==> config.mk <==
export PLATFORM = sky130hd
export DESIGN_NAME = smau_ctrl
export DESIGN_NICKNAME = d
export VERILOG_FILES = /design/src/smau_pkg.sv /design/src/smau_ctrl.sv
export SDC_FILE = /design/constraint.sdc
export NUM_CORES = 1
export LEC_CHECK = 0
export ABC_AREA = 1
export BUFFER_PORTS_ARGS = -buffer_cell sky130_fd_sc_hd__buf_2
export CORE_UTILIZATION = 48
export DETAILED_ROUTE_END_ITERATION = 6
export PLACE_DENSITY = 0.85
export REMOVE_ABC_BUFFERS = 1
export SLEW_MARGIN = 0
export SYNTH_ARGS = -nofsm -noshare
export SYNTH_HDL_FRONTEND = slang
export SYNTH_SLANG_ARGS = --single-unit
==> constraint.sdc <==
create_clock -name clock -period 4.8 [get_ports clock]
set_input_delay 0.24 -clock clock [delete_from_list [all_inputs] [get_ports clock]]
set_output_delay 0.24 -clock clock [all_outputs]
set_load 0.01 [all_outputs]
==> src/smau_pkg.sv <==
package smau_pkg;

   // Defaults for the top-level parameters.
   localparam int MAX_DIM_DEFAULT    = 8;
   localparam int ELEM_WIDTH_DEFAULT = 32;

   // Fixed port widths.
   localparam int VALUE_W     = 32;
   localparam int IDX_W       = 3;
   localparam int MODE_W      = 2;
   localparam int OP_W        = 3;
   localparam int SIZE_W      = 4;
   localparam int CSR_INDEX_W = 2;
   localparam int CSR_DATA_W  = 32;

   // The multiplier works on chunks of this width.
   localparam int CHUNK_W = 32;

   // Transaction modes.
   localparam logic [MODE_W-1:0] MODE_WR_A    = 2'd0;
   localparam logic [MODE_W-1:0] MODE_WR_B    = 2'd1;
   localparam logic [MODE_W-1:0] MODE_COMPUTE = 2'd2;
   localparam logic [MODE_W-1:0] MODE_RD_C    = 2'd3;

   // Operation codes.
   localparam logic [OP_W-1:0] OP_ADD   = 3'd0;
   localparam logic [OP_W-1:0] OP_SUB   = 3'd1;
   localparam logic [OP_W-1:0] OP_MUL   = 3'd2;
   localparam logic [OP_W-1:0] OP_SCALE = 3'd3;
   localparam logic [OP_W-1:0] OP_NEG   = 3'd4;
   localparam logic [OP_W-1:0] OP_EQ    = 3'd5;

   // Configuration register indexes.
   localparam logic [CSR_INDEX_W-1:0] CSR_OPERATION = 2'd0;
   localparam logic [CSR_INDEX_W-1:0] CSR_SIZE      = 2'd1;
   localparam logic [CSR_INDEX_W-1:0] CSR_SCALAR    = 2'd2;

   localparam logic [OP_W-1:0]   OP_RESET   = OP_MUL;
   localparam logic [SIZE_W-1:0] SIZE_RESET = 4'd8;

   typedef enum logic [1:0] {
      ALU_ADD,
      ALU_SUB,
      ALU_NEG
   } alu_sel_type;

   typedef enum logic [1:0] {
      CSRC_ALU,
      CSRC_PROD,
      CSRC_MAC
   } c_src_type;

   // Commands from the controller to the datapath.
   typedef struct packed {
      logic        accept;
      logic        err;
      logic        rd_c;
      logic        wr_a;
      logic        wr_b;
      logic        rd_ab;
      logic        mac_addr;
      logic        c_clear;
      logic        c_wr;
      c_src_type   c_src;
      alu_sel_type alu_sel;
      logic        mul_start;
      logic        mul_scalar;
      logic        acc_clr;
      logic        acc_add;
      logic        eq_init;
      logic        eq_cmp;
      logic        eq_commit;
      logic        rsp_load;
   } smau_cmd_type;

   // Bits needed to index a store of the given depth.
   function automatic int idx_bits(input int depth);
      return (depth > 1) ? $clog2(depth) : 1;
   endfunction

endpackage

==> src/smau_ctrl.sv <==
module smau_ctrl
   import smau_pkg::*;
#(
   parameter  int MAX_DIM = MAX_DIM_DEFAULT,
   localparam int IW      = idx_bits(MAX_DIM)
) (
   input  logic                   clock,
   input  logic                   reset,
   input  logic                   req_valid,
   output logic                   req_stall,
   input  logic [MODE_W-1:0]      req_mode,
   input  logic [IDX_W-1:0]       req_row,
   input  logic [IDX_W-1:0]       req_col,
   output logic                   rsp_valid,
   input  logic                   rsp_stall,
   input  logic                   csr_wr_en,
   input  logic [CSR_INDEX_W-1:0] csr_index,
   input  logic [CSR_DATA_W-1:0]  csr_wdata,
   input  logic                   mul_done,
   output smau_cmd_type           cmd,
   output logic [IW-1:0]          idx_i,
   output logic [IW-1:0]          idx_j,
   output logic [IW-1:0]          idx_k
);

   typedef enum logic [2:0] {
      ST_IDLE,
      ST_RD,
      ST_OPER,
      ST_MULW,
      ST_FIN,
      ST_RESP
   } state_type;

   state_type         state_ff, state_in;
   logic [OP_W-1:0]   op_ff, op_in;
   logic [SIZE_W-1:0] size_ff, size_in;
   logic [IW-1:0]     i_ff, i_in, j_ff, j_in, k_ff, k_in;
   logic              rsp_valid_ff, rsp_valid_in;

   logic [SIZE_W-1:0] dim, n_last;
   logic              accept, in_range, slot_free, last_i, last_j, last_k, adv;

   // A size of zero acts as one; sizes above the store act as the store.
   always_comb begin
      if (size_ff == '0) begin
         dim = SIZE_W'(1);
      end else if (size_ff > SIZE_W'(MAX_DIM)) begin
         dim = SIZE_W'(MAX_DIM);
      end else begin
         dim = size_ff;
      end
   end

   assign n_last    = dim - SIZE_W'(1);
   assign accept    = req_valid && (state_ff == ST_IDLE);
   assign in_range  = (SIZE_W'(req_row) < dim) && (SIZE_W'(req_col) < dim);
   assign slot_free = !rsp_valid_ff || !rsp_stall;
   assign last_i    = (SIZE_W'(i_ff) == n_last);
   assign last_j    = (SIZE_W'(j_ff) == n_last);
   assign last_k    = (SIZE_W'(k_ff) == n_last);

   always_comb begin
      cmd          = '0;
      state_in     = state_ff;
      i_in         = i_ff;
      j_in         = j_ff;
      k_in         = k_ff;
      adv          = 1'b0;
      rsp_valid_in = rsp_valid_ff && rsp_stall;
      op_in        = op_ff;
      size_in      = size_ff;

      if (csr_wr_en && (csr_index == CSR_OPERATION)) begin
         op_in = csr_wdata[OP_W-1:0];
      end
      if (csr_wr_en && (csr_index == CSR_SIZE)) begin
         size_in = csr_wdata[SIZE_W-1:0];
      end

      unique case (state_ff)
         ST_IDLE: begin
            if (accept) begin
               cmd.accept = 1'b1;
               cmd.err    = (req_mode != MODE_COMPUTE) && !in_range;
               cmd.wr_a   = (req_mode == MODE_WR_A) && in_range;
               cmd.wr_b   = (req_mode == MODE_WR_B) && in_range;
               cmd.rd_c   = (req_mode == MODE_RD_C) && in_range;
               i_in       = '0;
               j_in       = '0;
               k_in       = '0;
               state_in   = ST_RESP;
               if (req_mode == MODE_COMPUTE) begin
                  case (op_ff) inside
                     OP_ADD, OP_SUB, OP_MUL, OP_SCALE, OP_NEG: begin
                        cmd.c_clear = 1'b1;
                        state_in    = ST_RD;
                     end
                     OP_EQ: begin
                        cmd.eq_init = 1'b1;
                        state_in    = ST_RD;
                     end
                     default: state_in = ST_RESP;
                  endcase
               end
            end
         end
         ST_RD: begin
            cmd.rd_ab    = 1'b1;
            cmd.mac_addr = (op_ff == OP_MUL);
            cmd.acc_clr  = (k_ff == '0);
            state_in     = ST_OPER;
         end
         ST_OPER: begin
            case (op_ff) inside
               OP_EQ: begin
                  cmd.eq_cmp = 1'b1;
                  adv        = 1'b1;
               end
               OP_MUL, OP_SCALE: begin
                  cmd.mul_start  = 1'b1;
                  cmd.mul_scalar = (op_ff == OP_SCALE);
                  state_in       = ST_MULW;
               end
               OP_ADD: begin
                  cmd.c_wr    = 1'b1;
                  cmd.alu_sel = ALU_ADD;
                  adv         = 1'b1;
               end
               OP_SUB: begin
                  cmd.c_wr    = 1'b1;
                  cmd.alu_sel = ALU_SUB;
                  adv         = 1'b1;
               end
               OP_NEG: begin
                  cmd.c_wr    = 1'b1;
                  cmd.alu_sel = ALU_NEG;
                  adv         = 1'b1;
               end
               default: adv = 1'b1;
            endcase
         end
         ST_MULW: begin
            if (mul_done) begin
               if ((op_ff == OP_MUL) && !last_k) begin
                  cmd.acc_add = 1'b1;
                  k_in        = k_ff + IW'(1);
                  state_in    = ST_RD;
               end else begin
                  cmd.c_wr  = 1'b1;
                  cmd.c_src = (op_ff == OP_MUL) ? CSRC_MAC : CSRC_PROD;
                  adv       = 1'b1;
               end
            end
         end
         ST_FIN: begin
            cmd.eq_commit = (op_ff == OP_EQ);
            state_in      = ST_RESP;
         end
         ST_RESP: begin
            if (slot_free) begin
               cmd.rsp_load = 1'b1;
               rsp_valid_in = 1'b1;
               state_in     = ST_IDLE;
            end
         end
         default: state_in = ST_IDLE;
      endcase

      // Step to the next element of C in row-major order.
      if (adv) begin
         k_in = '0;
         if (last_j) begin
            j_in = '0;
            if (last_i) begin
               state_in = ST_FIN;
            end else begin
               i_in     = i_ff + IW'(1);
               state_in = ST_RD;
            end
         end else begin
            j_in     = j_ff + IW'(1);
            state_in = ST_RD;
         end
      end
   end

   always_ff @(posedge clock) begin
      if (reset) begin
         state_ff     <= ST_IDLE;
         op_ff        <= OP_RESET;
         size_ff      <= SIZE_RESET;
         i_ff         <= '0;
         j_ff         <= '0;
         k_ff         <= '0;
         rsp_valid_ff <= 1'b0;
      end else begin
         state_ff     <= state_in;
         op_ff        <= op_in;
         size_ff      <= size_in;
         i_ff         <= i_in;
         j_ff         <= j_in;
         k_ff         <= k_in;
         rsp_valid_ff <= rsp_valid_in;
      end
   end

   assign req_stall = (state_ff != ST_IDLE);
   assign rsp_valid = rsp_valid_ff;
   assign idx_i     = i_ff;
   assign idx_j     = j_ff;
   assign idx_k     = k_ff;

endmodule

# Yosys cells after proc, flatten, opt, wreduce, memory -nomap -nowiden
# Index checks and enable logic that the tools add are counted.
[totals]
regBits = 20
input_bits = 48
elab_cells = 144
[op_classes]
addsub = 4
n_lt_le_gt_ge = 3
n_eq_ne = 27
n_mux = 72
reduce_logical = 31
[op_table]
columns = ["operator", "n"]
rows = [
  ["two-way mux 3 bit", 25],
  ["two-way mux 1 bit", 28],
  ["two-way mux 2 bit", 10],
  ["case mux 3 bit (6 select lines)", 1],
  ["inequality test 3 bit (second input constant)", 5],
  ["equality test 3 x 2 -> 1 bit (second input constant)", 4],
  ["equality test 3 bit (second input constant)", 4],
  ["equality test 3 x 4 -> 1 bit", 3],
  ["two-way mux 4 bit", 3],
  ["logical AND 1 bit", 10],
  ["two-way mux 5 bit", 2],
  ["adder 3 x 1 -> 3 bit (second input constant)", 3],
  ["zero test 3 bit", 3],
  ["less-than comparator 3 x 4 -> 1 bit", 2],
  ["inequality test 2 bit (second input constant)", 4],
  ["equality test 3 x 1 -> 1 bit (second input constant)", 2],
  ["case mux 3 bit (2 select lines)", 1],
  ["AND reduction 6 bit", 1],
  ["nonzero test 2 bit", 3],
  ["OR reduction 5 bit", 1],
  ["equality test 2 x 1 -> 1 bit (second input constant)", 2],
  ["equality test 2 bit (second input constant)", 2],
  ["greater-than comparator 4 bit (second input constant)", 1],
  ["zero test 1 bit", 4],
  ["10 further kinds", 13],
]

# Depth between registers and ports, before layout
[depth]
ltp_word = 12
mapped_depth = 15

# Worst setup path before layout
# Ideal clock, no wire load.
[synth_timing]
path_kind = "register to output"
from = "register, netlist name size_ff[2]"
to = "output cmd[7] (netlist name)"
arrival_time_ns = 1.596
slack_ns = 2.964
path_stages_with_launch = 10
path_buffers = 0
path_cell_list = "dfxtp_1 o21bai_2 nand2_2 ha_1 xor2_1 nand3_2 nand2_4 nand2_4 nand2_8 nor2_1"
[synth_lines]
columns = ["item", "line", "text"]
rows = [
  ["end, declared", "smau_ctrl.sv:20", "output smau_cmd_type cmd,"],
]

==> metrics.log <==
INFO  metric run_status = finished, violations left
INFO  metric violations = DRC
INFO  metric syn_area_per_cell = 6.68 sq um
INFO  metric first_pass_drt_iterations = 6
INFO  metric antenna_cells = 0
INFO  metric rr_endpoint = idx_i[1]$_SDFF_PP0_
INFO  metric die_height = 58.1 um
INFO  metric drt-initial-drc-count = 51
INFO  metric groute.usage.overall = 23.2%
INFO  metric synthesis.instances = 226
INFO  metric synthesis.area = 0.00151 sq mm
INFO  metric detail_route.wirelength = 3580 um
INFO  metric slowest_delay = 0.40 ns
INFO  metric tritoncts = done
INFO  metric worst_setup_path_start_kind = flop
INFO  metric die_width = 58.1 um
INFO  metric critical_path_capture_point_type = primary output
INFO  metric flow.area_growth_from_synthesis = 22.5%
INFO  metric floorplan.core_area = 0.00288 sq mm
INFO  metric power.share.clock = 18.7%
INFO  metric place.port_buffers = 51
INFO  metric route.detailed.wl_per_inst = 11.1 um
INFO  metric slew_headroom = 64.2%
INFO  metric worst_tran_pin_value = 0.532 ns
INFO  metric antenna_violations_before_repair = 0
INFO  metric rsz_0062_raised_after_global_routing = no
INFO  metric startpoint_of_the_most_critical_hold_path = csr_wdata[3]
INFO  metric dp_hpwl = 2920 um
INFO  metric reg2reg_slack = 2.65 ns
INFO  metric fin_cells = 322
INFO  metric power.ir.vdd_worst = 0.191 mV
INFO  metric cts_buffers = 3
INFO  metric die_area = 0.00337 sq mm
INFO  metric clock_tree_skew_after_final_layout = 0.00751 ns
INFO  metric setup-violations-final = 0
INFO  metric final_min_period_over_clock_period = 52.0%
INFO  metric cts_num_sinks = 20
INFO  metric clk_pin_slew = 0.11 ns
INFO  metric fin_setup_tns = 0 ns
INFO  metric post_synth_num_cell_types = 28
INFO  metric grt_first_pass_wirelength = 6060 um
INFO  metric final_max_slew_viol_count = 0
INFO  metric max_clock_freq = 400 MHz
INFO  metric clk_path_buf_depth = 2
INFO  metric hold_class = in2reg
INFO  metric insertion_delay = 0.31 ns
INFO  metric final_period_minus_worst_setup_slack = 2.50 ns
INFO  metric r2r.worst_path.cells = 11
INFO  metric detail_route.drc_violations = 5
INFO  metric drtAntennaViolNets = 0
INFO  metric net-switching-power = 231 uW
INFO  metric via_per_inst = 4.91
INFO  metric criticalPathCategory = reg2out
INFO  metric power_density = 295 mW/mm^2
INFO  metric drv.max_cap_violation_count = 0
INFO  metric post-cts-setup-buffer-count = 0
INFO  metric cts_resized = 0
INFO  metric hold_violations = 0
INFO  metric cp_data_required_time = 4.56 ns
INFO  metric power.combinational.fraction = 44.4%
INFO  metric grt_start_max_net_pins = 14
INFO  metric synth_seq_area_share = 26.5%
INFO  metric synth-warning-count = 0
INFO  metric route.vias.total = 1582
INFO  metric initial_utilization = 52.5%
INFO  metric power.sequential.fraction = 36.8%
INFO  metric critPathSlowestCell = sky130_fd_sc_hd__ha_1
INFO  metric min_delay_worst_endpoint = size_ff[3]$_SDFFE_PP1P_
INFO  metric crit_path_arrival_time = 2.26 ns
INFO  metric worst_r2r_startpoint = size_ff[2]$_SDFFE_PP0P_
INFO  metric drive_gt1_share = 28.6%
INFO  metric leakagePower = 0.000995 uW
INFO  metric cts-htree-levels = 1
INFO  metric p_sw_share = 42.4%
INFO  metric place.gp.congestion = 0.856
INFO  metric path_cells = o21bai_2 > nand2_2 > ha_1 > xor2_1 > nand3_2 > nand2_4 > nand2_4 > nand2_8 > nor2_1 > buf_2
INFO  metric critPathMostFrequentCell = sky130_fd_sc_hd__nand2_4
INFO  metric via_count_of_the_first_global_routing_pass = 1456
INFO  metric ys_seq_elements = 20
INFO  metric place.detailed.instances = 318
INFO  metric finish.net_count = 338
INFO  metric global_route.overflow_total = 0
INFO  metric ctsRootBufferMaster = sky130_fd_sc_hd__clkbuf_4
INFO  metric worst_hold_stages = 3
INFO  metric std_cell_rows = 19
INFO  metric num-fill-cells = 296
INFO  metric hold_buf_count_cts = 0
INFO  metric io_pins = 80
INFO  metric crit_path_max_fanout = 9
INFO  metric internal_power = 314 uW
-- kinds of logic after synthesis --
family	Yosys count	share of synthesized area, %
buf+inv	38	9.54
simple gates	122	40.5
xor+xnor	10	5.80
compound gates	27	10.2
flops	20	26.5
fa+ha+maj	9	7.46
-- critical path, delay by kind of cell, from the launching register on --
kind / cells / cell delay [ns]
XOR/XNOR: 1 / 0.23
adder cells (fa/ha/maj): 1 / 0.40
AND/OR/NAND/NOR: 6 / 0.62
flip-flops: 1 / 0.38
buffers and inverters: 1 / 0.13
AO/OA/AOI/OAI: 1 / 0.17
-- power groups by stage --
| stage | Combinational [uW] | Clock (uW) | Sequential (uW) |
|---|---|---|---|
| floorplan | 170 | 0 | 201 |
| global placement | 235 | 0 | 203 |
| detailed placement | 241 | 0 | 204 |
| CTS | 242 | 102 | 200 |
| global route | 273 | 113 | 204 |
| finish | 242 | 102 | 201 |
-- synthesized netlist by cell type --
master                      n  area, sq um
sky130_fd_sc_hd__nand2_1   39          146
sky130_fd_sc_hd__nor3_4     1         16.3
sky130_fd_sc_hd__o21ai_1    2         10.0
sky130_fd_sc_hd__o21bai_2   1         11.3
sky130_fd_sc_hd__nor2_4     2         22.5
sky130_fd_sc_hd__nand4_1    2         12.5
sky130_fd_sc_hd__nand2_8    1         20.0
sky130_fd_sc_hd__o211ai_1   2         15.0
sky130_fd_sc_hd__nor2_2     2         12.5
sky130_fd_sc_hd__o21ai_2    2         17.5
sky130_fd_sc_hd__buf_2      1         5.00
sky130_fd_sc_hd__ha_1       9          113
sky130_fd_sc_hd__nand3_2    3         30.0
sky130_fd_sc_hd__inv_2      5         18.8
sky130_fd_sc_hd__nand2_2    4         25.0
sky130_fd_sc_hd__nor4_1     3         18.8
sky130_fd_sc_hd__nor3_1     7         35.0
sky130_fd_sc_hd__inv_1     32          120
sky130_fd_sc_hd__xor2_1     9         78.8
sky130_fd_sc_hd__nor3_2     1         10.0
sky130_fd_sc_hd__dfxtp_1   20          400
sky130_fd_sc_hd__a21oi_1   10         50.1
sky130_fd_sc_hd__nor2_1    39          146
sky130_fd_sc_hd__nand2_4    2         22.5
sky130_fd_sc_hd__nand3_4    1         17.5
sky130_fd_sc_hd__xnor2_1    1         8.76
sky130_fd_sc_hd__o21ai_0   10         50.1
sky130_fd_sc_hd__nand3_1   15         75.1
-- area by class of cell --
cell class              instances  area (sq um)  share of cell area, %
flip-flops and latches         20           400                   21.7
clock buffers                   4          36.3                   1.96
well taps                      42          52.6                   2.84
inverters                      37           139                   7.52
multi-input cells             168           965                   52.2
repair buffers                 51           255                   13.8
-- state kept, by name (all words and copies together) (netlist names) --
register	cells
idx_k	3
op_ff	3
idx_j	3
idx_i	3
rsp_valid	1
size_ff	4
state_ff	3
-- per-layer routing --
| layer | up-vias | wire [um] | GRT usage (%) |
|---|---|---|---|
| met1 | 693 | 1530 | 28.0 |
| met2 | 46 | 1770 | 41.5 |
| met3 | 7 | 203 | 2.68 |
| met4 | 0 | 72 | 9.18 |
| met5 | - | 0 | 0 |
| li1 | 836 | - | - |
-- layout by cell type (no fill, tap or decap) --
| master | n |
|---|---|
| sky130_fd_sc_hd__xor2_1 | 9 |
| sky130_fd_sc_hd__a21oi_1 | 10 |
| sky130_fd_sc_hd__o21ai_2 | 2 |
| sky130_fd_sc_hd__o21bai_2 | 1 |
| sky130_fd_sc_hd__nand2_2 | 4 |
| sky130_fd_sc_hd__nor3_2 | 1 |
| sky130_fd_sc_hd__clkbuf_4 | 3 |
| sky130_fd_sc_hd__nand2_1 | 39 |
| sky130_fd_sc_hd__nor2_4 | 2 |
| sky130_fd_sc_hd__dfxtp_1 | 20 |
| sky130_fd_sc_hd__nor4_1 | 3 |
| sky130_fd_sc_hd__nand2_4 | 2 |
| sky130_fd_sc_hd__nand4_1 | 2 |
| sky130_fd_sc_hd__nand3_4 | 1 |
| sky130_fd_sc_hd__xnor2_1 | 1 |
| sky130_fd_sc_hd__o211ai_1 | 2 |
| sky130_fd_sc_hd__inv_1 | 32 |
| sky130_fd_sc_hd__inv_2 | 5 |
| sky130_fd_sc_hd__o21ai_1 | 2 |
| sky130_fd_sc_hd__nand3_2 | 3 |
| sky130_fd_sc_hd__nor2_2 | 2 |
| sky130_fd_sc_hd__clkbuf_8 | 1 |
| sky130_fd_sc_hd__nor2_1 | 39 |
| sky130_fd_sc_hd__nor3_1 | 7 |
| sky130_fd_sc_hd__nand2_8 | 1 |
| sky130_fd_sc_hd__buf_2 | 51 |
| sky130_fd_sc_hd__o21ai_0 | 10 |
| sky130_fd_sc_hd__ha_1 | 9 |
| sky130_fd_sc_hd__nand3_1 | 15 |
| sky130_fd_sc_hd__nor3_4 | 1 |
-- stage by stage --
step	hold WS, ns	setup WS, ns	total power, uW	utilization, %	instance area [sq um]
final	0.151	2.30	545	64.2	1850
after CTS	0.155	2.30	545	64.2	1850
after detailed placement	0.474	2.65	445	63.0	1810
after floorplan	0.309	2.96	371	-	1500
after global routing	0.157	2.20	591	64.2	1850
after global placement	0.461	2.77	438	63.0	1810
-- worst max path at each step --
stage / start / slack [ns] / to
final: size_ff[2]$_SDFFE_PP0P_ / 2.30 / cmd[7]
after CTS: size_ff[2]$_SDFFE_PP0P_ / 2.30 / cmd[7]
after detailed placement: size_ff[2]$_SDFFE_PP0P_ / 2.65 / cmd[7]
after global routing: size_ff[2]$_SDFFE_PP0P_ / 2.20 / cmd[7]
after floorplan: size_ff[2]$_SDFFE_PP0P_ / 2.96 / cmd[7]
after global placement: size_ff[2]$_SDFFE_PP0P_ / 2.77 / cmd[7]
Power figures use the tool's default switching activity.
